--- src/design/markup_tag_strip_filter_defines.svh ---
// markup_tag_strip_filter_defines.svh: assertion macros for the tag strip filter.
// No dependencies; included by modules that carry concurrent checks.
`ifndef MARKUP_TAG_STRIP_FILTER_DEFINES_SVH
`define MARKUP_TAG_STRIP_FILTER_DEFINES_SVH

// Antecedent implies consequent in the same cycle.
`define MTSF_ASSERT_IMPL(label, clk, rst_n, ante, cons) \
    label: assert property (@(posedge clk) disable iff (!rst_n) (ante) |-> (cons)) \
        else $error("mtsf check failed");

// Antecedent implies consequent on the next cycle.
`define MTSF_ASSERT_NEXT(label, clk, rst_n, ante, cons) \
    label: assert property (@(posedge clk) disable iff (!rst_n) (ante) |=> (cons)) \
        else $error("mtsf check failed");

`endif

--- src/design/mtsf_pkg.sv ---
// mtsf_pkg: constants, types and helpers for the markup tag strip filter.
// No dependencies; used by mtsf_datapath, mtsf_ctrl and markup_tag_strip_filter.
package mtsf_pkg;

    localparam int TOKEN_DEPTH = 32;
    localparam int LEN_W       = $clog2(TOKEN_DEPTH + 1);
    localparam int IDX_W       = $clog2(TOKEN_DEPTH);

    localparam logic [7:0] CH_NUL    = 8'h00;
    localparam logic [7:0] CH_TAB    = 8'h09;
    localparam logic [7:0] CH_NL     = 8'h0A;
    localparam logic [7:0] CH_VT     = 8'h0B;
    localparam logic [7:0] CH_FF     = 8'h0C;
    localparam logic [7:0] CH_CR     = 8'h0D;
    localparam logic [7:0] CH_SPACE  = 8'h20;
    localparam logic [7:0] CH_PLUS   = 8'h2B;
    localparam logic [7:0] CH_MINUS  = 8'h2D;
    localparam logic [7:0] CH_0      = 8'h30;
    localparam logic [7:0] CH_9      = 8'h39;
    localparam logic [7:0] CH_LT     = 8'h3C;
    localparam logic [7:0] CH_GT     = 8'h3E;
    localparam logic [7:0] CH_A      = 8'h41;
    localparam logic [7:0] CH_C      = 8'h43;
    localparam logic [7:0] CH_F      = 8'h46;
    localparam logic [7:0] CH_G      = 8'h47;
    localparam logic [7:0] CH_H      = 8'h48;
    localparam logic [7:0] CH_L      = 8'h4C;
    localparam logic [7:0] CH_M      = 8'h4D;
    localparam logic [7:0] CH_N      = 8'h4E;
    localparam logic [7:0] CH_R      = 8'h52;
    localparam logic [7:0] CH_T      = 8'h54;
    localparam logic [7:0] CH_W      = 8'h57;
    localparam logic [7:0] CH_LBRACK = 8'h5B;
    localparam logic [7:0] CH_RBRACK = 8'h5D;
    localparam logic [7:0] CH_F_LOW  = 8'h66;

    // Action selected by the first two tag bytes.
    typedef enum logic [2:0] {
        ACT_NONE,
        ACT_WRAP,
        ACT_REF_OPEN,
        ACT_REF_CLOSE,
        ACT_NUMBER,
        ACT_GT,
        ACT_LINE,
        ACT_PARA
    } mtsf_act_t;

    // Source of the next output word.
    typedef enum logic [2:0] {
        EM_INPUT,
        EM_ZERO,
        EM_HEAD,
        EM_TAIL,
        EM_RAM,
        EM_ACC
    } mtsf_emit_t;

    typedef struct packed {
        logic       take;
        logic       emit_en;
        logic       emit_last;
        mtsf_emit_t emit_sel;
        logic       fix_idx;
        logic       idx_init;
        logic       idx_inc;
        logic       rd_en;
        logic       acc_clr;
        logic       acc_dig;
        logic       neg_load;
    } mtsf_cmd_t;

    typedef struct packed {
        logic      in_zero;
        logic      in_open;
        logic      in_close;
        logic      in_tag;
        mtsf_act_t act;
        logic      head_two;
        logic      idx_end;
        logic      rd_ws;
        logic      rd_sign;
        logic      rd_digit;
        logic      out_free;
    } mtsf_sts_t;

    // Fixed bytes around a tag: head bytes, or the two tail bytes of a wrap.
    function automatic logic [7:0] fixed_byte(mtsf_act_t act, logic tail, logic idx);
        logic [7:0] res;
        res = CH_NUL;
        if (tail)
            res = idx ? CH_SPACE : CH_GT;
        else
        begin
            case (act)
                ACT_WRAP:      res = idx ? CH_LT : CH_SPACE;
                ACT_REF_OPEN:  res = idx ? CH_LBRACK : CH_SPACE;
                ACT_REF_CLOSE: res = idx ? CH_SPACE : CH_RBRACK;
                ACT_GT:        res = CH_GT;
                ACT_LINE:      res = CH_NL;
                ACT_PARA:      res = CH_NL;
                default:       res = CH_NUL;
            endcase
        end
        return res;
    endfunction

endpackage

--- src/design/mtsf_in_if.sv ---
// mtsf_in_if: input byte channel (valid/ready) of the tag strip filter.
// No dependencies.
interface mtsf_in_if;
    logic       valid;
    logic       ready;
    logic [7:0] text_byte;

    modport source (output valid, output text_byte, input ready);
    modport sink (input valid, input text_byte, output ready);
endinterface

--- src/design/mtsf_out_if.sv ---
// mtsf_out_if: output byte channel (valid/ready) of the tag strip filter.
// No dependencies.
interface mtsf_out_if;
    logic       valid;
    logic       ready;
    logic [7:0] out_byte;
    logic       last_of_run;

    modport source (output valid, output out_byte, output last_of_run, input ready);
    modport sink (input valid, input out_byte, input last_of_run, output ready);
endinterface

--- src/design/mtsf_ram.sv ---
// mtsf_ram: generic single write port, single read port RAM, registered read.
// No dependencies.
module mtsf_ram #(
    parameter int WIDTH = 8,
    parameter int DEPTH = 32
) (
    input  logic                     clk,
    input  logic                     we,
    input  logic [$clog2(DEPTH)-1:0] waddr,
    input  logic [WIDTH-1:0]         wdata,
    input  logic                     re,
    input  logic [$clog2(DEPTH)-1:0] raddr,
    output logic [WIDTH-1:0]         rdata
);

    logic [WIDTH-1:0] mem [DEPTH];
    logic [WIDTH-1:0] rdata_reg;

    always_ff @(posedge clk)
    begin
        if (we)
            mem[waddr] <= wdata;
        if (re)
            rdata_reg <= mem[raddr];
    end

    assign rdata = rdata_reg;

endmodule

--- src/design/mtsf_datapath.sv ---
// mtsf_datapath: tag store, length, index, number accumulator and output word.
// Depends on mtsf_pkg and mtsf_ram.
module mtsf_datapath (
    input  logic                  clk,
    input  logic                  rst_n,
    input  logic [7:0]            text_byte,
    input  mtsf_pkg::mtsf_cmd_t   cmd,
    output mtsf_pkg::mtsf_sts_t   sts,
    output logic                  out_valid,
    input  logic                  out_ready,
    output logic [7:0]            out_byte,
    output logic                  last_of_run
);

    logic                       in_tag_reg, in_tag_next;
    logic [mtsf_pkg::LEN_W-1:0] len_reg, len_next;
    logic [mtsf_pkg::LEN_W-1:0] ridx_reg, ridx_next;
    logic [7:0]                 b0_reg, b0_next;
    logic [7:0]                 b1_reg, b1_next;
    logic [7:0]                 acc_reg, acc_next;
    logic                       neg_reg, neg_next;
    logic [7:0]                 ob_reg, ob_next;
    logic                       olast_reg, olast_next;
    logic                       ovalid_reg, ovalid_next;

    logic       in_zero, in_open, in_close, collect_wr;
    logic [7:0] rd_data, tag_a, tag_b, acc_x8, acc_x2, acc_neg;
    mtsf_pkg::mtsf_act_t act;

    mtsf_ram #(
        .WIDTH (8),
        .DEPTH (mtsf_pkg::TOKEN_DEPTH)
    ) u_tag_ram (
        .clk   (clk),
        .we    (collect_wr),
        .waddr (len_reg[mtsf_pkg::IDX_W-1:0]),
        .wdata (text_byte),
        .re    (cmd.rd_en),
        .raddr (ridx_reg[mtsf_pkg::IDX_W-1:0]),
        .rdata (rd_data)
    );

    assign in_zero    = (text_byte == mtsf_pkg::CH_NUL);
    assign in_open    = (text_byte == mtsf_pkg::CH_LT);
    assign in_close   = (text_byte == mtsf_pkg::CH_GT);
    assign collect_wr = cmd.take && in_tag_reg && !in_zero && !in_open && !in_close
                        && (len_reg < mtsf_pkg::LEN_W'(mtsf_pkg::TOKEN_DEPTH));

    // missing tag bytes read as zero
    assign tag_a = (len_reg != '0) ? b0_reg : mtsf_pkg::CH_NUL;
    assign tag_b = (len_reg > mtsf_pkg::LEN_W'(1)) ? b1_reg : mtsf_pkg::CH_NUL;

    always_comb
    begin
        act = mtsf_pkg::ACT_NONE;
        if (tag_a == mtsf_pkg::CH_W && (tag_b == mtsf_pkg::CH_G || tag_b == mtsf_pkg::CH_H
                                        || tag_b == mtsf_pkg::CH_T))
            act = mtsf_pkg::ACT_WRAP;
        else if (tag_a == mtsf_pkg::CH_R && tag_b == mtsf_pkg::CH_F)
            act = mtsf_pkg::ACT_REF_OPEN;
        else if (tag_a == mtsf_pkg::CH_R && tag_b == mtsf_pkg::CH_F_LOW)
            act = mtsf_pkg::ACT_REF_CLOSE;
        else if (tag_a == mtsf_pkg::CH_C)
        begin
            if (tag_b == mtsf_pkg::CH_A)
                act = mtsf_pkg::ACT_NUMBER;
            else if (tag_b == mtsf_pkg::CH_G)
                act = mtsf_pkg::ACT_GT;
            else if (tag_b == mtsf_pkg::CH_L || tag_b == mtsf_pkg::CH_N)
                act = mtsf_pkg::ACT_LINE;
            else if (tag_b == mtsf_pkg::CH_M)
                act = mtsf_pkg::ACT_PARA;
        end
    end

    always_comb
    begin
        sts          = '0;
        sts.in_zero  = in_zero;
        sts.in_open  = in_open;
        sts.in_close = in_close;
        sts.in_tag   = in_tag_reg;
        sts.act      = act;
        sts.head_two = (act != mtsf_pkg::ACT_GT) && (act != mtsf_pkg::ACT_LINE);
        sts.idx_end  = (ridx_reg >= len_reg);
        sts.rd_digit = (rd_data >= mtsf_pkg::CH_0) && (rd_data <= mtsf_pkg::CH_9);
        sts.rd_sign  = (rd_data == mtsf_pkg::CH_PLUS) || (rd_data == mtsf_pkg::CH_MINUS);
        case (rd_data) inside
            mtsf_pkg::CH_SPACE, mtsf_pkg::CH_TAB, mtsf_pkg::CH_NL,
            mtsf_pkg::CH_VT, mtsf_pkg::CH_FF, mtsf_pkg::CH_CR: sts.rd_ws = 1'b1;
            default:                                           sts.rd_ws = 1'b0;
        endcase
        sts.out_free = !ovalid_reg || out_ready;
    end

    // tag state
    always_comb
    begin
        in_tag_next = in_tag_reg;
        len_next    = len_reg;
        b0_next     = b0_reg;
        b1_next     = b1_reg;
        if (cmd.take)
        begin
            if (in_zero)
            begin
                in_tag_next = 1'b0;
                len_next    = '0;
            end
            else if (in_open)
            begin
                in_tag_next = 1'b1;
                len_next    = '0;
            end
            else if (in_close)
                in_tag_next = 1'b0;
        end
        if (collect_wr)
        begin
            len_next = len_reg + mtsf_pkg::LEN_W'(1);
            if (len_reg == '0)
                b0_next = text_byte;
            if (len_reg == mtsf_pkg::LEN_W'(1))
                b1_next = text_byte;
        end
    end

    // body index and decimal accumulator
    assign acc_x8  = {acc_reg[4:0], 3'b000};
    assign acc_x2  = {acc_reg[6:0], 1'b0};
    assign acc_neg = ~acc_reg + 8'd1;

    always_comb
    begin
        ridx_next = ridx_reg;
        acc_next  = acc_reg;
        neg_next  = neg_reg;
        if (cmd.idx_init)
            ridx_next = mtsf_pkg::LEN_W'(2);
        else if (cmd.idx_inc)
            ridx_next = ridx_reg + mtsf_pkg::LEN_W'(1);
        if (cmd.acc_clr)
        begin
            acc_next = 8'd0;
            neg_next = 1'b0;
        end
        else if (cmd.acc_dig)
            acc_next = acc_x8 + acc_x2 + {4'b0000, rd_data[3:0]};
        if (cmd.neg_load)
            neg_next = (rd_data == mtsf_pkg::CH_MINUS);
    end

    // output word
    always_comb
    begin
        ob_next     = ob_reg;
        olast_next  = olast_reg;
        ovalid_next = ovalid_reg && !out_ready;
        if (cmd.emit_en)
        begin
            ovalid_next = 1'b1;
            olast_next  = cmd.emit_last;
            unique case (cmd.emit_sel)
                mtsf_pkg::EM_INPUT: ob_next = text_byte;
                mtsf_pkg::EM_ZERO:  ob_next = mtsf_pkg::CH_NUL;
                mtsf_pkg::EM_HEAD:  ob_next = mtsf_pkg::fixed_byte(act, 1'b0, cmd.fix_idx);
                mtsf_pkg::EM_TAIL:  ob_next = mtsf_pkg::fixed_byte(act, 1'b1, cmd.fix_idx);
                mtsf_pkg::EM_RAM:   ob_next = rd_data;
                mtsf_pkg::EM_ACC:   ob_next = neg_reg ? acc_neg : acc_reg;
                default:            ob_next = mtsf_pkg::CH_NUL;
            endcase
        end
    end

    always_ff @(posedge clk or negedge rst_n)
    begin
        if (!rst_n)
        begin
            in_tag_reg <= 1'b0;
            len_reg    <= '0;
            ovalid_reg <= 1'b0;
        end
        else
        begin
            in_tag_reg <= in_tag_next;
            len_reg    <= len_next;
            ovalid_reg <= ovalid_next;
        end
    end

    always_ff @(posedge clk)
    begin
        ridx_reg  <= ridx_next;
        b0_reg    <= b0_next;
        b1_reg    <= b1_next;
        acc_reg   <= acc_next;
        neg_reg   <= neg_next;
        ob_reg    <= ob_next;
        olast_reg <= olast_next;
    end

    assign out_valid   = ovalid_reg;
    assign out_byte    = ob_reg;
    assign last_of_run = olast_reg;

endmodule

--- src/design/mtsf_ctrl.sv ---
// mtsf_ctrl: sequencer for input intake, tag expansion and number parsing.
// Depends on mtsf_pkg and markup_tag_strip_filter_defines.svh.
`include "markup_tag_strip_filter_defines.svh"

module mtsf_ctrl (
    input  logic                clk,
    input  logic                rst_n,
    input  logic                in_valid,
    output logic                in_ready,
    input  mtsf_pkg::mtsf_sts_t sts,
    output mtsf_pkg::mtsf_cmd_t cmd
);

    typedef enum logic [7:0] {
        S_IDLE  = 8'b0000_0001,
        S_HEAD  = 8'b0000_0010,
        S_BRD   = 8'b0000_0100,
        S_BOUT  = 8'b0000_1000,
        S_TAIL  = 8'b0001_0000,
        S_PRD   = 8'b0010_0000,
        S_PEVAL = 8'b0100_0000,
        S_CAOUT = 8'b1000_0000
    } state_t;

    state_t state_reg, state_next;
    logic   hidx_reg, hidx_next;    // position within head or tail pair
    logic   dig_reg, dig_next;      // sign or digit seen, no more whitespace

    assign in_ready = (state_reg == S_IDLE) && sts.out_free;

    always_comb
    begin
        cmd        = '0;
        state_next = state_reg;
        hidx_next  = hidx_reg;
        dig_next   = dig_reg;
        unique case (state_reg)
            S_IDLE:
            begin
                if (in_valid && sts.out_free)
                begin
                    cmd.take = 1'b1;
                    if (sts.in_zero)
                    begin
                        cmd.emit_en   = 1'b1;
                        cmd.emit_last = 1'b1;
                        cmd.emit_sel  = mtsf_pkg::EM_ZERO;
                    end
                    else if (sts.in_close)
                    begin
                        if (sts.act == mtsf_pkg::ACT_NUMBER)
                        begin
                            cmd.idx_init = 1'b1;
                            cmd.acc_clr  = 1'b1;
                            dig_next     = 1'b0;
                            state_next   = S_PRD;
                        end
                        else if (sts.act != mtsf_pkg::ACT_NONE)
                        begin
                            hidx_next  = 1'b0;
                            state_next = S_HEAD;
                        end
                    end
                    else if (!sts.in_open && !sts.in_tag)
                    begin
                        cmd.emit_en   = 1'b1;
                        cmd.emit_last = 1'b1;
                        cmd.emit_sel  = mtsf_pkg::EM_INPUT;
                    end
                end
            end
            S_HEAD:
            begin
                if (sts.out_free)
                begin
                    cmd.emit_en  = 1'b1;
                    cmd.emit_sel = mtsf_pkg::EM_HEAD;
                    cmd.fix_idx  = hidx_reg;
                    if (hidx_reg || !sts.head_two)
                    begin
                        if (sts.act == mtsf_pkg::ACT_WRAP)
                        begin
                            cmd.idx_init = 1'b1;
                            state_next   = S_BRD;
                        end
                        else
                        begin
                            cmd.emit_last = 1'b1;
                            state_next    = S_IDLE;
                        end
                    end
                    else
                        hidx_next = 1'b1;
                end
            end
            S_BRD:
            begin
                if (sts.idx_end)
                begin
                    hidx_next  = 1'b0;
                    state_next = S_TAIL;
                end
                else
                begin
                    cmd.rd_en  = 1'b1;
                    state_next = S_BOUT;
                end
            end
            S_BOUT:
            begin
                if (sts.out_free)
                begin
                    cmd.emit_en  = 1'b1;
                    cmd.emit_sel = mtsf_pkg::EM_RAM;
                    cmd.idx_inc  = 1'b1;
                    state_next   = S_BRD;
                end
            end
            S_TAIL:
            begin
                if (sts.out_free)
                begin
                    cmd.emit_en  = 1'b1;
                    cmd.emit_sel = mtsf_pkg::EM_TAIL;
                    cmd.fix_idx  = hidx_reg;
                    if (hidx_reg)
                    begin
                        cmd.emit_last = 1'b1;
                        state_next    = S_IDLE;
                    end
                    else
                        hidx_next = 1'b1;
                end
            end
            S_PRD:
            begin
                if (sts.idx_end)
                    state_next = S_CAOUT;
                else
                begin
                    cmd.rd_en  = 1'b1;
                    state_next = S_PEVAL;
                end
            end
            S_PEVAL:
            begin
                if (!dig_reg && sts.rd_ws)
                begin
                    cmd.idx_inc = 1'b1;
                    state_next  = S_PRD;
                end
                else if (!dig_reg && sts.rd_sign)
                begin
                    cmd.neg_load = 1'b1;
                    cmd.idx_inc  = 1'b1;
                    dig_next     = 1'b1;
                    state_next   = S_PRD;
                end
                else if (sts.rd_digit)
                begin
                    cmd.acc_dig = 1'b1;
                    cmd.idx_inc = 1'b1;
                    dig_next    = 1'b1;
                    state_next  = S_PRD;
                end
                else
                    state_next = S_CAOUT;
            end
            S_CAOUT:
            begin
                if (sts.out_free)
                begin
                    cmd.emit_en   = 1'b1;
                    cmd.emit_last = 1'b1;
                    cmd.emit_sel  = mtsf_pkg::EM_ACC;
                    state_next    = S_IDLE;
                end
            end
            default:
                state_next = S_IDLE;
        endcase
    end

    always_ff @(posedge clk or negedge rst_n)
    begin
        if (!rst_n)
        begin
            state_reg <= S_IDLE;
            hidx_reg  <= 1'b0;
            dig_reg   <= 1'b0;
        end
        else
        begin
            state_reg <= state_next;
            hidx_reg  <= hidx_next;
            dig_reg   <= dig_next;
        end
    end

    `MTSF_ASSERT_IMPL(a_emit_slot_free, clk, rst_n, cmd.emit_en, sts.out_free)
    `MTSF_ASSERT_IMPL(a_read_in_body, clk, rst_n, cmd.rd_en, !sts.idx_end)
    `MTSF_ASSERT_NEXT(a_last_ends_run, clk, rst_n, cmd.emit_en && cmd.emit_last, state_reg == S_IDLE)

endmodule

--- src/design/markup_tag_strip_filter.sv ---
// markup_tag_strip_filter: top level of the markup tag strip filter.
// Depends on mtsf_pkg, mtsf_in_if, mtsf_out_if, mtsf_ctrl and mtsf_datapath.
//
//   channel   dir   payload                     word
//   text_in   in    text_byte[7:0]              one text character
//   text_out  out   out_byte[7:0], last_of_run  one filtered character
//
// A plain byte is passed through; '<' and a collected tag byte emit nothing.
// A closing '>' of a known tag emits its head bytes at one per cycle while the
// output is free; a wrap tag then reads each body byte from the tag RAM and
// outputs it, finds the body end, then emits the two tail bytes; a numeric tag
// reads and parses its body characters, then emits the result word.
// rst_n clears tag state and the output valid flag; the tag RAM needs no clearing.
// Output back-pressure holds the sequencer; input is taken only when idle.
module markup_tag_strip_filter (
    input logic        clk,
    input logic        rst_n,
    mtsf_in_if.sink    text_in,
    mtsf_out_if.source text_out
);

    mtsf_pkg::mtsf_cmd_t cmd;
    mtsf_pkg::mtsf_sts_t sts;

    // sequencer: input intake, expansion and parse steps
    mtsf_ctrl u_ctrl (
        .clk      (clk),
        .rst_n    (rst_n),
        .in_valid (text_in.valid),
        .in_ready (text_in.ready),
        .sts      (sts),
        .cmd      (cmd)
    );

    // tag store, accumulator and registered output word
    mtsf_datapath u_datapath (
        .clk         (clk),
        .rst_n       (rst_n),
        .text_byte   (text_in.text_byte),
        .cmd         (cmd),
        .sts         (sts),
        .out_valid   (text_out.valid),
        .out_ready   (text_out.ready),
        .out_byte    (text_out.out_byte),
        .last_of_run (text_out.last_of_run)
    );

endmodule
--- src/flat_wrapper.sv ---
// flat-port wrapper written by rule: the top's interface ports become plain ports
module markup_tag_strip_filter_flat 
  (clk, rst_n, text_in_valid, text_in_text_byte, text_in_ready, text_out_valid, text_out_out_byte, text_out_last_of_run, text_out_ready);
  mtsf_in_if text_in_i ();
  mtsf_out_if text_out_i ();
  input logic clk;
  input logic rst_n;
  input wire logic [$bits(text_in_i.valid)-1:0] text_in_valid;
  input wire logic [$bits(text_in_i.text_byte)-1:0] text_in_text_byte;
  output wire logic [$bits(text_in_i.ready)-1:0] text_in_ready;
  output wire logic [$bits(text_out_i.valid)-1:0] text_out_valid;
  output wire logic [$bits(text_out_i.out_byte)-1:0] text_out_out_byte;
  output wire logic [$bits(text_out_i.last_of_run)-1:0] text_out_last_of_run;
  input wire logic [$bits(text_out_i.ready)-1:0] text_out_ready;
  assign text_in_i.valid = text_in_valid;
  assign text_in_i.text_byte = text_in_text_byte;
  assign text_in_ready = text_in_i.ready;
  assign text_out_valid = text_out_i.valid;
  assign text_out_out_byte = text_out_i.out_byte;
  assign text_out_last_of_run = text_out_i.last_of_run;
  assign text_out_i.ready = text_out_ready;
  markup_tag_strip_filter u_core (.clk(clk), .rst_n(rst_n), .text_in(text_in_i), .text_out(text_out_i));
endmodule
--- config.mk ---
export PLATFORM = sky130hd
export DESIGN_NAME = markup_tag_strip_filter_flat
export DESIGN_NICKNAME = d
export VERILOG_FILES = /design/src/design/mtsf_pkg.sv /design/src/design/mtsf_in_if.sv /design/src/design/mtsf_out_if.sv /design/src/design/mtsf_ram.sv /design/src/design/mtsf_datapath.sv /design/src/design/mtsf_ctrl.sv /design/src/design/markup_tag_strip_filter.sv /design/src/flat_wrapper.sv
export VERILOG_INCLUDE_DIRS = /design/src /design/src/design
export SDC_FILE = /design/constraint.sdc
export NUM_CORES = 1
export LEC_CHECK = 0
export ABC_AREA = 1
export BUFFER_PORTS_ARGS = -buffer_cell sky130_fd_sc_hd__buf_2
export CAP_MARGIN = 20
export CORE_UTILIZATION = 60
export CTS_CLUSTER_DIAMETER = 100
export DETAILED_ROUTE_END_ITERATION = 10
export GPL_TIMING_DRIVEN = 0
export PLACE_DENSITY = 0.82
export SYNTH_ARGS = -nofsm -noshare
export SYNTH_HDL_FRONTEND = slang
export SYNTH_HIERARCHICAL = 1
export SYNTH_SLANG_ARGS = --single-unit
--- constraint.sdc ---
create_clock -name clk -period 3.45 [get_ports clk]
set_input_delay 0.345 -clock clk [delete_from_list [all_inputs] [get_ports clk]]
set_output_delay 0.345 -clock clk [all_outputs]
set_load 0.005 [all_outputs]
## Word-level counts from Yosys, hierarchy flattened

Memories as Yosys holds them, arrays and structs flattened. A register that Yosys moved wholly into a read port is not among the register bits.
Index checks and enable logic that the tools add are counted.

- Bits in registers: 58
- Latch bits: 0
- Bits in writable memories: 256
- Bits in read-only memories: 0
- Input bits: 12
- Output and inout bits: 11
- Logic and storage cells: 238
- Memories kept: 1

- Add/sub/neg operators: 5
- $mul: 0
- Div/mod/pow operators: 0
- Magnitude comparators: 5
- Equality and inequality tests: 61
- Shift-type cells: 0
- Multiplexer cells: 101
- Bitwise logic cells: 1
- Reduce and logical (&&, ||, !) cells: 51

Memories:

| name | depth | bits a word | rd ports | clocked after Yosys merged registers in | write ports | RTL line | RTL |
|---|---|---|---|---|---|---|---|
| u_core.u_datapath.u_tag_ram.mem | 32 | 8 | 1 | 1 | 1 | mtsf_ram.sv:16 | `logic [WIDTH-1:0] mem [DEPTH];` |

Operators by type and width:

| operator | count |
|---|---|
| $mux W8 | 18 |
| $eq A8 B7 Y1 const B | 13 |
| $pmux W8 S8 | 1 |
| $eq A8 B4 Y1 const B | 6 |
| $eq A8 B6 Y1 const B | 6 |
| $mux W1 | 44 |
| $pmux W8 S5 | 1 |
| $mux W6 | 6 |
| $mux W5 | 7 |
| $pmux W7 S5 | 1 |
| $mux W3 | 10 |
| $ne A2 B2 Y1 const B | 11 |
| $mux W7 | 3 |
| $reduce_and A10 Y1 | 2 |
| $eq A3 B3 Y1 const B | 6 |
| $logic_and A1 B1 Y1 | 16 |
| $pmux W3 S5 | 1 |
| $add A6 B1 Y6 const B | 2 |
| $eq A3 B2 Y1 const B | 4 |
| $reduce_bool A3 Y1 | 3 |
| $add A8 B1 Y8 const B | 1 |
| $add A8 B4 Y8 | 1 |
| $add A8 B8 Y8 | 1 |
| $eq A8 B1 Y1 const B | 1 |
| other kinds (32) | 59 |

## Logic depth before layout (Yosys ltp)

Gate-level depths: netlist of run 1.

- Depth after elaboration: 21
- Depth in mapped cells: 23
- Gate-level depth less buffers: 22

## Cells and area by module

Netlist of run 1, hierarchy kept.

Modules (own cells, without submodules):

| module | times used | cells each | area each (µm²) | seq. area each (µm²) |
|---|---|---|---|---|
| mtsf_ram | 1 | 922 | 10866.7 | 7927.6 |
| mtsf_datapath | 1 | 409 | 3238.1 | 1261.2 |
| mtsf_ctrl | 1 | 156 | 948.4 | 251.5 |

## Worst setup path after synthesis of run 1

OpenSTA, ideal clock, no wires.

- Kind: reg2reg
- Start: register u_core/u_datapath/len_reg[1] in the netlist's numbering
- End: register u_core.u_datapath.neg_reg (enable)
- Library setup time: 292 ps
- Data arrival time: 2400 ps
- Required time: 3158 ps
- Setup slack: 758 ps
- Cell stages (with the launch flop): 17
- Buffers on the path: 0
- Period minus slack after synthesis: 2692 ps
- Path through: dfrtp_1 inv_1 ha_1 inv_1 nand2_1 nand3_2 nand3_1 inv_1 nand2_2 nand2_2 a21oi_4 nand2_2 nor3_1 nand2_2 nor3_2 inv_1 nand2_1

RTL lines:

| element | RTL line | RTL |
|---|---|---|
| from (decl) | mtsf_datapath.sv:16 | `logic [mtsf_pkg::LEN_W-1:0] len_reg, len_next;` |
| from (signal assigned) | mtsf_datapath.sv:186 | `len_reg <= len_next;` |
| to (signal assigned) | mtsf_datapath.sv:197 | `neg_reg <= neg_next;` |
| to (decl) | mtsf_datapath.sv:21 | `logic neg_reg, neg_next;` |

==> run metrics, run 1 <==
status=complete, but fails checks; failing checks=negative setup slack; NetSw=0.002051 W; routability cong.=0.9276; initial drt markers=1322; type of the worst setup path=register to register; WHS Path Cells=4; Switching Share=0.2281; Buf/Inv on CP=2; worst-margin pin slew=0.9369 ns; count leader, synth=nand2_1; synth top area cells=edfxtp_1 58%, nand2_1 11%, nand3_1 8.7%; worst reg2reg setup slack=-0.14 ns; Cell Rows=57; Die Ht=160.4 um; clock transition at the registers of the reported paths=0.06 ns; maximum clock rate=0.2789 GHz; Most flops, register=u_core/u_datapath/u_tag_ram/mem; Clk pwr share=0.435; top cell type's share of synthesized area=0.5785; global-route wire length before repair=56730 um; Vias=11340; final hold viol count=0; area of the mapped netlist=15050 um^2; Diodes inserted=0; crit path DAT=3.71 ns; largest net degree at the start of global routing=38; nets=1582; antenna violations before repair=0; main flop type after synthesis=edfxtp_1; Comb pwr share=0.074; Slew HR=0.3688; critical hold path startpoint=text_out_ready; CTS root buffer=clkbuf_16; Flop pwr share=0.491; CTS tree=built; HPWL Detailed=24090 um; layout cell share with drive strength beyond 1=0.1228; die area=25730 um^2; worst reg2reg path depth=9; RSZ-0062 raised after global routing=yes; WL per Instance=19.60 um; post-layout min period=3.585 ns; Clock Path Buffers=3; cell taking the most area after synthesis=edfxtp_1; Max Cap Viol=0; Post-synth EDFFs=290; maximum vdd drop=0.0005587 V; WL final=37170 um; reg2reg end=u_core/u_datapath/u_tag_ram/mem[10][3]$_DFFE_PP_; Largest register FFs=256; syn_area_per_cell=10.12 um^2; Critical-path top delay cell=nor2_1; core area=24460 um^2; DR vias/cell=5.982; P_leak=6.725 nW; Initial Util=0.6154; Fillers=1744; CTS Buf Count=34; Sequential Area=9442 um^2; PortBufs=22; Final Max Slew Viols=0; area delta synth->final=12.04%; Syn Inst Count=1487; top cells by count, synth=454 x nand2_1, 290 x edfxtp_1, 263 x nand3_1; crit end category=register; antenna-violating nets left=0; Clock Skew=0.02365 ns; worst stage delay on the critical path=0.85 ns; crit path max fanout=8; CTS Sinks=322; CP cell instances=inv_1 -> nor2_1 -> nand2_1 -> nor2_8 -> and3_1 -> nand4_1 -> inv_1 -> nand3_1 -> nor2_1; drt drc=0; fraction of registers with async set/reset=0.05590; vias in the first global route=10670; sequential cell area fraction in the yosys report=0.6271; H-tree depth=2; DRT Pass-1 Iters=8; PD cells=533.2 nW/um^2; worst skew pair latency=0.52 ns; Top Family by Delay on Critical Path=simple AND/OR/NAND/NOR gates; yosys warns=6; Syn Nets=1523; RR Startpoint=u_core/u_ctrl/state_reg[0]$_DFFE_PN1P_; utilization after layout=0.6895; gr usage total=0.2901; hold path endpoint=u_core/u_datapath/out_valid$_DFF_PN0_; Setup-failing EPs final=55; Int Pwr=0.006941 W; setup ws final=-0.1355 ns; IO Pins=23; Netlist cell types=50; Data required, critical path=3.58 ns; Post-CTS Setup Bufs=0; Die X=160.4 um; HP Class=primary input to register; pre-CTS WS=-0.4020 ns; flops & latches, synth=322; CP Launch Type=register; Final Cycle Share=1.039; grt ovf=0; area of the multi-input gates=4818 um^2; WP depth=9
[power groups by stage]
stage,Sequential (W),Clock [W],Combinational [W]
CTS,0.00441,0.00394,0.000651
detailed placement,0.00450,0,0.000641
global placement,0.00449,0,0.000624
finish,0.00442,0.00391,0.000667
floorplan,0.00448,0,0.000414
global route,0.00442,0.00407,0.000747
[layer usage]
metal | vias to the layer above | track usage | share of wire
met5 | - | 0 | 0
met4 | 0 | 0.1416 | 0.040
met3 | 131 | 0.05785 | 0.11
met2 | 725 | 0.4660 | 0.47
met1 | 5281 | 0.3797 | 0.38
li1 | 5204 | - | -
[per-stage QoR]
step                std cells  hold slack, ns  TNS (ns)  total power (W)  cell area (um^2)
global route             1896          0.1395    -19.28         0.009245             16870
global placement         1833          0.3124    -46.32         0.005115             15570
floorplan                1487         0.04941         0         0.004896             15050
detailed placement       1833          0.3149    -70.99         0.005137             15570
finish                   1896          0.1321    -4.012         0.008992             16870
CTS                      1896          0.1287         0         0.009006             16800
[layout by cell type (no fill, tap or decap), types with 3 or more instances in the layout]
cell / n
ha_1: 22
nor2_4: 7
inv_1: 100
buf_2: 38
dfrtp_1: 16
o22ai_1: 4
inv_2: 8
nand2_1: 454
nand3_2: 3
a21oi_1: 25
clkbuf_16: 35
nand4_1: 11
o21ai_0: 30
buf_6: 25
clkinv_1: 5
dfxtp_1: 14
nor3_1: 18
buf_4: 8
nand2_2: 11
nor2_1: 74
xnor2_1: 4
edfxtp_1: 290
clkbuf_1: 13
xor2_1: 4
bufinv_16: 7
o21a_1: 3
clkinvlp_4: 3
nand3_1: 263
o21ai_1: 5
nor2_2: 28
clkinv_2: 4
[cell families after synthesis]
kind of cell | count (synthesis) | share of synthesized area
buf+inv | 168 | 0.05768
flops | 322 | 0.6271
fa+ha+maj | 24 | 0.02095
simple gates | 882 | 0.2577
xor+xnor | 8 | 0.004654
compound gates | 83 | 0.03192
[worst max-delay path by stage]
stage	from	end	slack, ns
floorplan	u_core/u_datapath/len_reg[1]$_DFFE_PN0P_	u_core/u_datapath/neg_reg$_SDFFCE_PN0P_	0.76
global placement	text_in_text_byte[6]	u_core/u_datapath/u_tag_ram/mem[2][7]$_DFFE_PP_	-0.29
detailed placement	text_in_text_byte[7]	u_core/u_datapath/u_tag_ram/mem[2][7]$_DFFE_PP_	-0.40
CTS	u_core/u_ctrl/state_reg[0]$_DFFE_PN1P_	u_core/u_datapath/u_tag_ram/mem[10][3]$_DFFE_PP_	0.02
global route	u_core/u_ctrl/state_reg[0]$_DFFE_PN1P_	u_core/u_datapath/u_tag_ram/mem[30][6]$_DFFE_PP_	-0.22
finish	u_core/u_ctrl/state_reg[0]$_DFFE_PN1P_	u_core/u_datapath/u_tag_ram/mem[10][3]$_DFFE_PP_	-0.14
[area by class of cell]
| class | count | share of cell area |
|---|---|---|
| repair buffers | 23 | 0.007122 |
| clock buffers | 39 | 0.05282 |
| plain buffers | 60 | 0.02745 |
| inverters | 108 | 0.02404 |
| well taps | 324 | 0.02404 |
| flip-flops and latches | 322 | 0.5598 |
| multi-input cells | 997 | 0.2857 |
| clock inverters | 23 | 0.01907 |
[worst reg2reg max path, stage by stage, from the launching register on]
cell,delay [ns]
dfstp_2,0.53
inv_1,0.07
nor2_1,0.09
nand2_1,0.12
nor2_8,0.16
and3_1,0.31
nand4_1,0.30
inv_1,0.29
nand3_1,0.47
nor2_1,0.85
[repair_timing]
item                                   CTS  global route
endpoints found under the hold margin   17             0
pin swaps                                0             0
gates resized for setup                  4            22
hold buffers                             1             0
setup endpoints to repair               11           245
No activity file was read; power rests on OpenSTA's default activity.
==> run 2, diff against run 1 <==
Settings changed: CORE_UTILIZATION 60 to 40, PLACE_DENSITY 0.82 to 0.61, SLEW_MARGIN from default to 10.
==> run metrics, run 2 (same netlist as run 1, synthesis figures left out) <==
RR Startpoint=u_core/u_ctrl/state_reg[0]$_DFFE_PN1P_; Data required, critical path=3.61 ns; status=complete, but fails checks; maximum clock rate=0.2888 GHz; IO Pins=23; Comb pwr share=0.076; crit path max fanout=8; Int Pwr=0.006821 W; crit-path most repeated cell=inv_1; worst skew pair latency=0.54 ns; Flop pwr share=0.495; nets=1586; worst reg2reg setup slack=-0.01 ns; CTS tree=built; Fillers=3428; largest net degree at the start of global routing=38; Top Family by Delay on Critical Path=simple AND/OR/NAND/NOR gates; type of the worst setup path=register to register; CTS root buffer=clkbuf_16; failing checks=negative setup slack; commonest cells after routing, fill and taps aside=454 x nand2_1, 290 x edfxtp_1, 263 x nand3_1; Initial Util=0.4092; post-layout min period=3.463 ns; Vias=10780; Clk pwr share=0.428; setup TNS=-0.02517 ns; Setup-failing EPs final=2; WL final=37510 um; H-tree depth=2; DRT Pass-1 Iters=5; crit path DAT=3.62 ns; area delta synth->final=13.38%; DR vias/cell=5.274; layout cell share with drive strength beyond 1=0.1282; Die Ht=196.0 um; WHS Path Cells=4; CP Launch Type=register; Cell Rows=70; worst stage delay on the critical path=0.67 ns; Die X=196.0 um; gr usage total=0.1992; critical hold path startpoint=text_out_ready; HP Class=primary input to register; core area=36790 um^2; Clock Path Buffers=3; most common cell after layout, fill and taps aside=nand2_1; worst-margin pin slew=0.8737 ns; CTS Buf Count=36; area of the multi-input gates=4861 um^2; grt ovf=0; GR Util met1=0.2701; NetSw=0.002090 W; met2 track demand over resource=0.3270; initial drt markers=846; Fin Hold WS=0.07563 ns; worst reg2reg path depth=9; drt drc=0; antenna-violating nets left=0; Most flops, register=u_core/u_datapath/u_tag_ram/mem; reg2reg end=u_core/u_datapath/u_tag_ram/mem[1][2]$_DFFE_PP_; die area=38410 um^2; pre-CTS WS=-0.5382 ns; maximum vdd drop=0.0004626 V; Buf/Inv on CP=2; Clock Skew=0.03062 ns; crit end category=register; CTS Sinks=322; setup ws final=-0.01275 ns; final hold viol count=0; clock transition at the registers of the reported paths=0.06 ns; Diodes inserted=0; P_leak=6.733 nW; HPWL Detailed=25450 um; Final Cycle Share=1.004; routability cong.=0.9219; WL per Instance=18.35 um; Tot Pwr=0.008911 W; Sequential Area=9442 um^2; CP cell instances=inv_1 -> nor2_1 -> nand2_1 -> nor2_8 -> and3_1 -> nand4_1 -> inv_1 -> nand3_1 -> nor2_2; global-route wire length before repair=57790 um; PD cells=522.1 nW/um^2; Switching Share=0.2345; Max Cap Viol=0; Final Max Slew Viols=0; hold path endpoint=u_core/u_datapath/out_valid$_DFF_PN0_; GRT busiest layer=met2; PortBufs=22; met3 usage=0.02922; vias in the first global route=10270; Critical-path top delay cell=nor2_2; Slew HR=0.4113; RSZ-0062 raised after global routing=yes; Largest register FFs=256; antenna violations before repair=0
-- run 2: through the flow --
stage                       util  instance area, um^2  std cells
after floorplan                -                15050       1487
after global placement    0.4281                15750       1977
after detailed placement  0.4281                15750       1977
after CTS                 0.4610                16960       2042
after global routing      0.4640                17070       2044
final                     0.4640                17070       2044
-- run 2: repair_timing --
item                                    4_1_cts  5_1_grt
endpoints found under the setup margin       40      259
setup buffers                                 0        2
resized for setup                             6       34
hold buffers                                  1        0
pin swaps                                     0        1
hold endpoints to repair                     17        0
-- run 2: worst max path at each step --
stage | from | depth (start not counted) | slack (ns) | end
finish | u_core/u_ctrl/state_reg[0]$_DFFE_PN1P_ | 9 | -0.01 | u_core/u_datapath/u_tag_ram/mem[1][2]$_DFFE_PP_
global route | u_core/u_ctrl/state_reg[0]$_DFFE_PN1P_ | 9 | -0.25 | u_core/u_datapath/u_tag_ram/mem[2][6]$_DFFE_PP_
CTS | u_core/u_ctrl/state_reg[0]$_DFFE_PN1P_ | 9 | -0.04 | u_core/u_datapath/u_tag_ram/mem[3][6]$_DFFE_PP_
detailed placement | text_in_text_byte[2] | 11 | -0.54 | u_core/u_datapath/u_tag_ram/mem[3][4]$_DFFE_PP_
global placement | text_in_text_byte[2] | 11 | -0.47 | u_core/u_datapath/u_tag_ram/mem[4][1]$_DFFE_PP_
floorplan | u_core/u_datapath/len_reg[1]$_DFFE_PN0P_ | 16 | 0.76 | u_core/u_datapath/neg_reg$_SDFFCE_PN0P_
-- run 2: tightest hold or removal path, stage by stage --
cell     delay (ns)
buf_2          0.08
inv_1          0.03
nand2_1        0.07
nand2_1        0.05
-- run 2: cell type report --
cell class              count  share of cell area
plain buffers              60             0.02712
multi-input cells         997              0.2848
inverters                 108             0.02375
flip-flops and latches    322              0.5532
well taps                 468             0.03431
repair buffers             25            0.007917
clock buffers              43             0.05557
clock inverters            21             0.01334
-- run 2: layer usage --
metal	part of all wire	vias up	wire [um]
met2	0.47	385	17670
li1	-	5219	-
met1	0.44	5100	16470
met4	0.026	0	985
met3	0.064	77	2385
met5	0	-	0
-- run 2: power by group through the flow --
stage / sequential [W] / combinational (W) / clock, W
floorplan: 0.00448 / 0.000414 / 0
global placement: 0.00449 / 0.000646 / 0
detailed placement: 0.00450 / 0.000657 / 0
CTS: 0.00441 / 0.000661 / 0.00390
global route: 0.00442 / 0.000769 / 0.00403
finish: 0.00442 / 0.000678 / 0.00382
==> run 3, diff against run 2 <==
Clock period 3.45 ns to 3.2 ns, I/O delays scaled along.
==> run metrics, run 3 (same netlist as run 1, synthesis figures left out) <==
status=finished clean; CP Launch Type=register; Flop pwr share=0.494; H-tree depth=2; CTS tree=built; global-route wire length before repair=58060 um; clock transition at the registers of the reported paths=0.06 ns; met3 usage=0.02888; HP Class=primary input to register; worst stage delay on the critical path=0.53 ns; DRT Pass-1 Iters=5; GRT busiest layer=met2; nets=1588; PortBufs=22; vias in the first global route=10300; Slew HR=0.3911; Comb pwr share=0.079; Cell Rows=70; gr usage total=0.1996; CTS root buffer=clkbuf_16; post-route insts no fill=2046; Worst Setup SP=u_core/u_ctrl/state_reg[0]$_DFFE_PN1P_; Data required, critical path=3.38 ns; Most flops, register=u_core/u_datapath/u_tag_ram/mem; met2 track demand over resource=0.3281; Critical-path top delay cell=dfstp_2; final hold viol count=0; Switching Share=0.2366; DR vias/cell=5.271; Max Cap Viol=0; crit path max fanout=8; GR Util met1=0.2710; die area=38410 um^2; Clock Skew=0.02655 ns; layout cell share with drive strength beyond 1=0.1362; maximum vdd drop=0.0005029 V; area delta synth->final=14.70%; Fin Hold WS=0.05161 ns; crit path DAT=3.38 ns; initial drt markers=879; Diodes inserted=0; CTS Sinks=322; crit-path most repeated cell=inv_1; Die X=196.0 um; IO Pins=23; Int Pwr=0.007360 W; antenna violations before repair=0; largest net degree at the start of global routing=38; WL per Instance=18.41 um; Final Cycle Share=0.9983; P_leak=6.742 nW; NetSw=0.002282 W; core area=36790 um^2; maximum clock rate=0.3130 GHz; WL final=37660 um; most common cell after layout, fill and taps aside=nand2_1; Die Ht=196.0 um; type of the worst setup path=register to register; crit end category=register; antenna-violating nets left=0; PD cells=558.4 nW/um^2; HPWL Detailed=25450 um; CP cell instances=inv_1 -> nor2_1 -> nand2_1 -> nor2_8 -> and3_1 -> nand4_1 -> inv_1 -> nand3_2 -> nor2_4; Clk pwr share=0.427; critical hold path startpoint=text_out_ready; commonest cells after routing, fill and taps aside=454 x nand2_1, 290 x edfxtp_1, 258 x nand3_1; drt drc=0; RR Startpoint=u_core/u_ctrl/state_reg[0]$_DFFE_PN1P_; Largest register FFs=256; Inst Count DP=1977; Vias=10790; worst-margin pin slew=0.9133 ns; CTS Buf Count=36; post-layout min period=3.194 ns; worst skew pair latency=0.54 ns; Clock Path Buffers=3; Setup-failing EPs final=0; Initial Util=0.4092; Final Max Slew Viols=0; routability cong.=0.9219; RSZ-0062 raised after global routing=yes; grt ovf=0
## run 3: cell count changes in the layout (fill, tap and decap cells not counted), moves of 2 or more
cell     change
nor2_4      +27
nor2_2      -26
nand3_1      -5
nand3_2      +5
buf_4        +2
nor3_1       -2
## run 3: timing repair
| item | 4_1_cts | 5_1_grt |
|---|---|---|
| pin swaps | 1 | 2 |
| setup endpoints to repair | 271 | 275 |
| hold buffers | 1 | 0 |
| resized for setup | 32 | 47 |
| endpoints found under the hold margin | 17 | 0 |
| setup buffers | 1 | 3 |
## run 3: per-layer routing
layer / share of wire / vias to the layer above / routed length (um)
met5: 0 / - / 0
met4: 0.024 / 0 / 895
li1: - / 5227 / -
met1: 0.44 / 5132 / 16480
met2: 0.48 / 359 / 17920
met3: 0.063 / 67 / 2373
## run 3: cell type report
class / instances / area (um^2)
Fill cell: 3403 / 19520
Inverter: 108 / 405.4
Clock buffer: 43 / 948.4
Tap cell: 468 / 585.6
Buffer: 60 / 462.9
Multi-Input combinational cell: 997 / 5044
Clock inverter: 21 / 227.7
Sequential cell: 322 / 9443
Timing Repair Buffer: 27 / 150.1
## run 3: worst paths after layout
kind	endpoint	slack [ns]	cells past startpoint
setup / recovery	u_core/u_datapath/u_tag_ram/mem[19][3]$_DFFE_PP_	0.006	9
hold / removal	u_core/u_datapath/out_valid$_DFF_PN0_	0.05	4
setup reg to reg	u_core/u_datapath/u_tag_ram/mem[19][3]$_DFFE_PP_	0.006	9
hold reg to reg	u_core/u_datapath/out_valid$_DFF_PN0_	0.50	2
max in group asynchronous	u_core/u_datapath/len_reg[1]$_DFFE_PN0P_	2.56	2
min in group asynchronous	u_core/u_datapath/out_valid$_DFF_PN0_	0.28	2
## run 3: stage by stage
stage	util	setup WS, ns	instance area [um^2]	total power [W]	TNS [ns]
3_3_place_gp	0.4281	-0.6911	15750	0.005540	-159.72
5_1_grt	0.4694	-0.2541	17270	0.009967	-45.31
4_1_cts	0.4629	-0.1977	17030	0.009690	-29.26
3_5_place_dp	0.4281	-0.7632	15750	0.005556	-173.75
2_1_floorplan	-	0.5083	15050	0.005279	0
6_report	0.4694	0.005562	17270	0.009641	0
## run 3: worst max-delay path: cells and delay by family (launching register included)
| kind | cells | cell delay, ns |
|---|---|---|
| buffers and inverters | 2 | 0.38 |
| DFF | 1 | 0.53 |
| and+or+nand+nor | 7 | 1.92 |
## run 3: power by group through the flow
stage,sequential [W],clock [W],combinational (W)
global route,0.00477,0.00434,0.000859
CTS,0.00476,0.00421,0.000725
finish,0.00476,0.00412,0.000765
global placement,0.00484,0,0.000696
detailed placement,0.00485,0,0.000709
floorplan,0.00483,0,0.000447
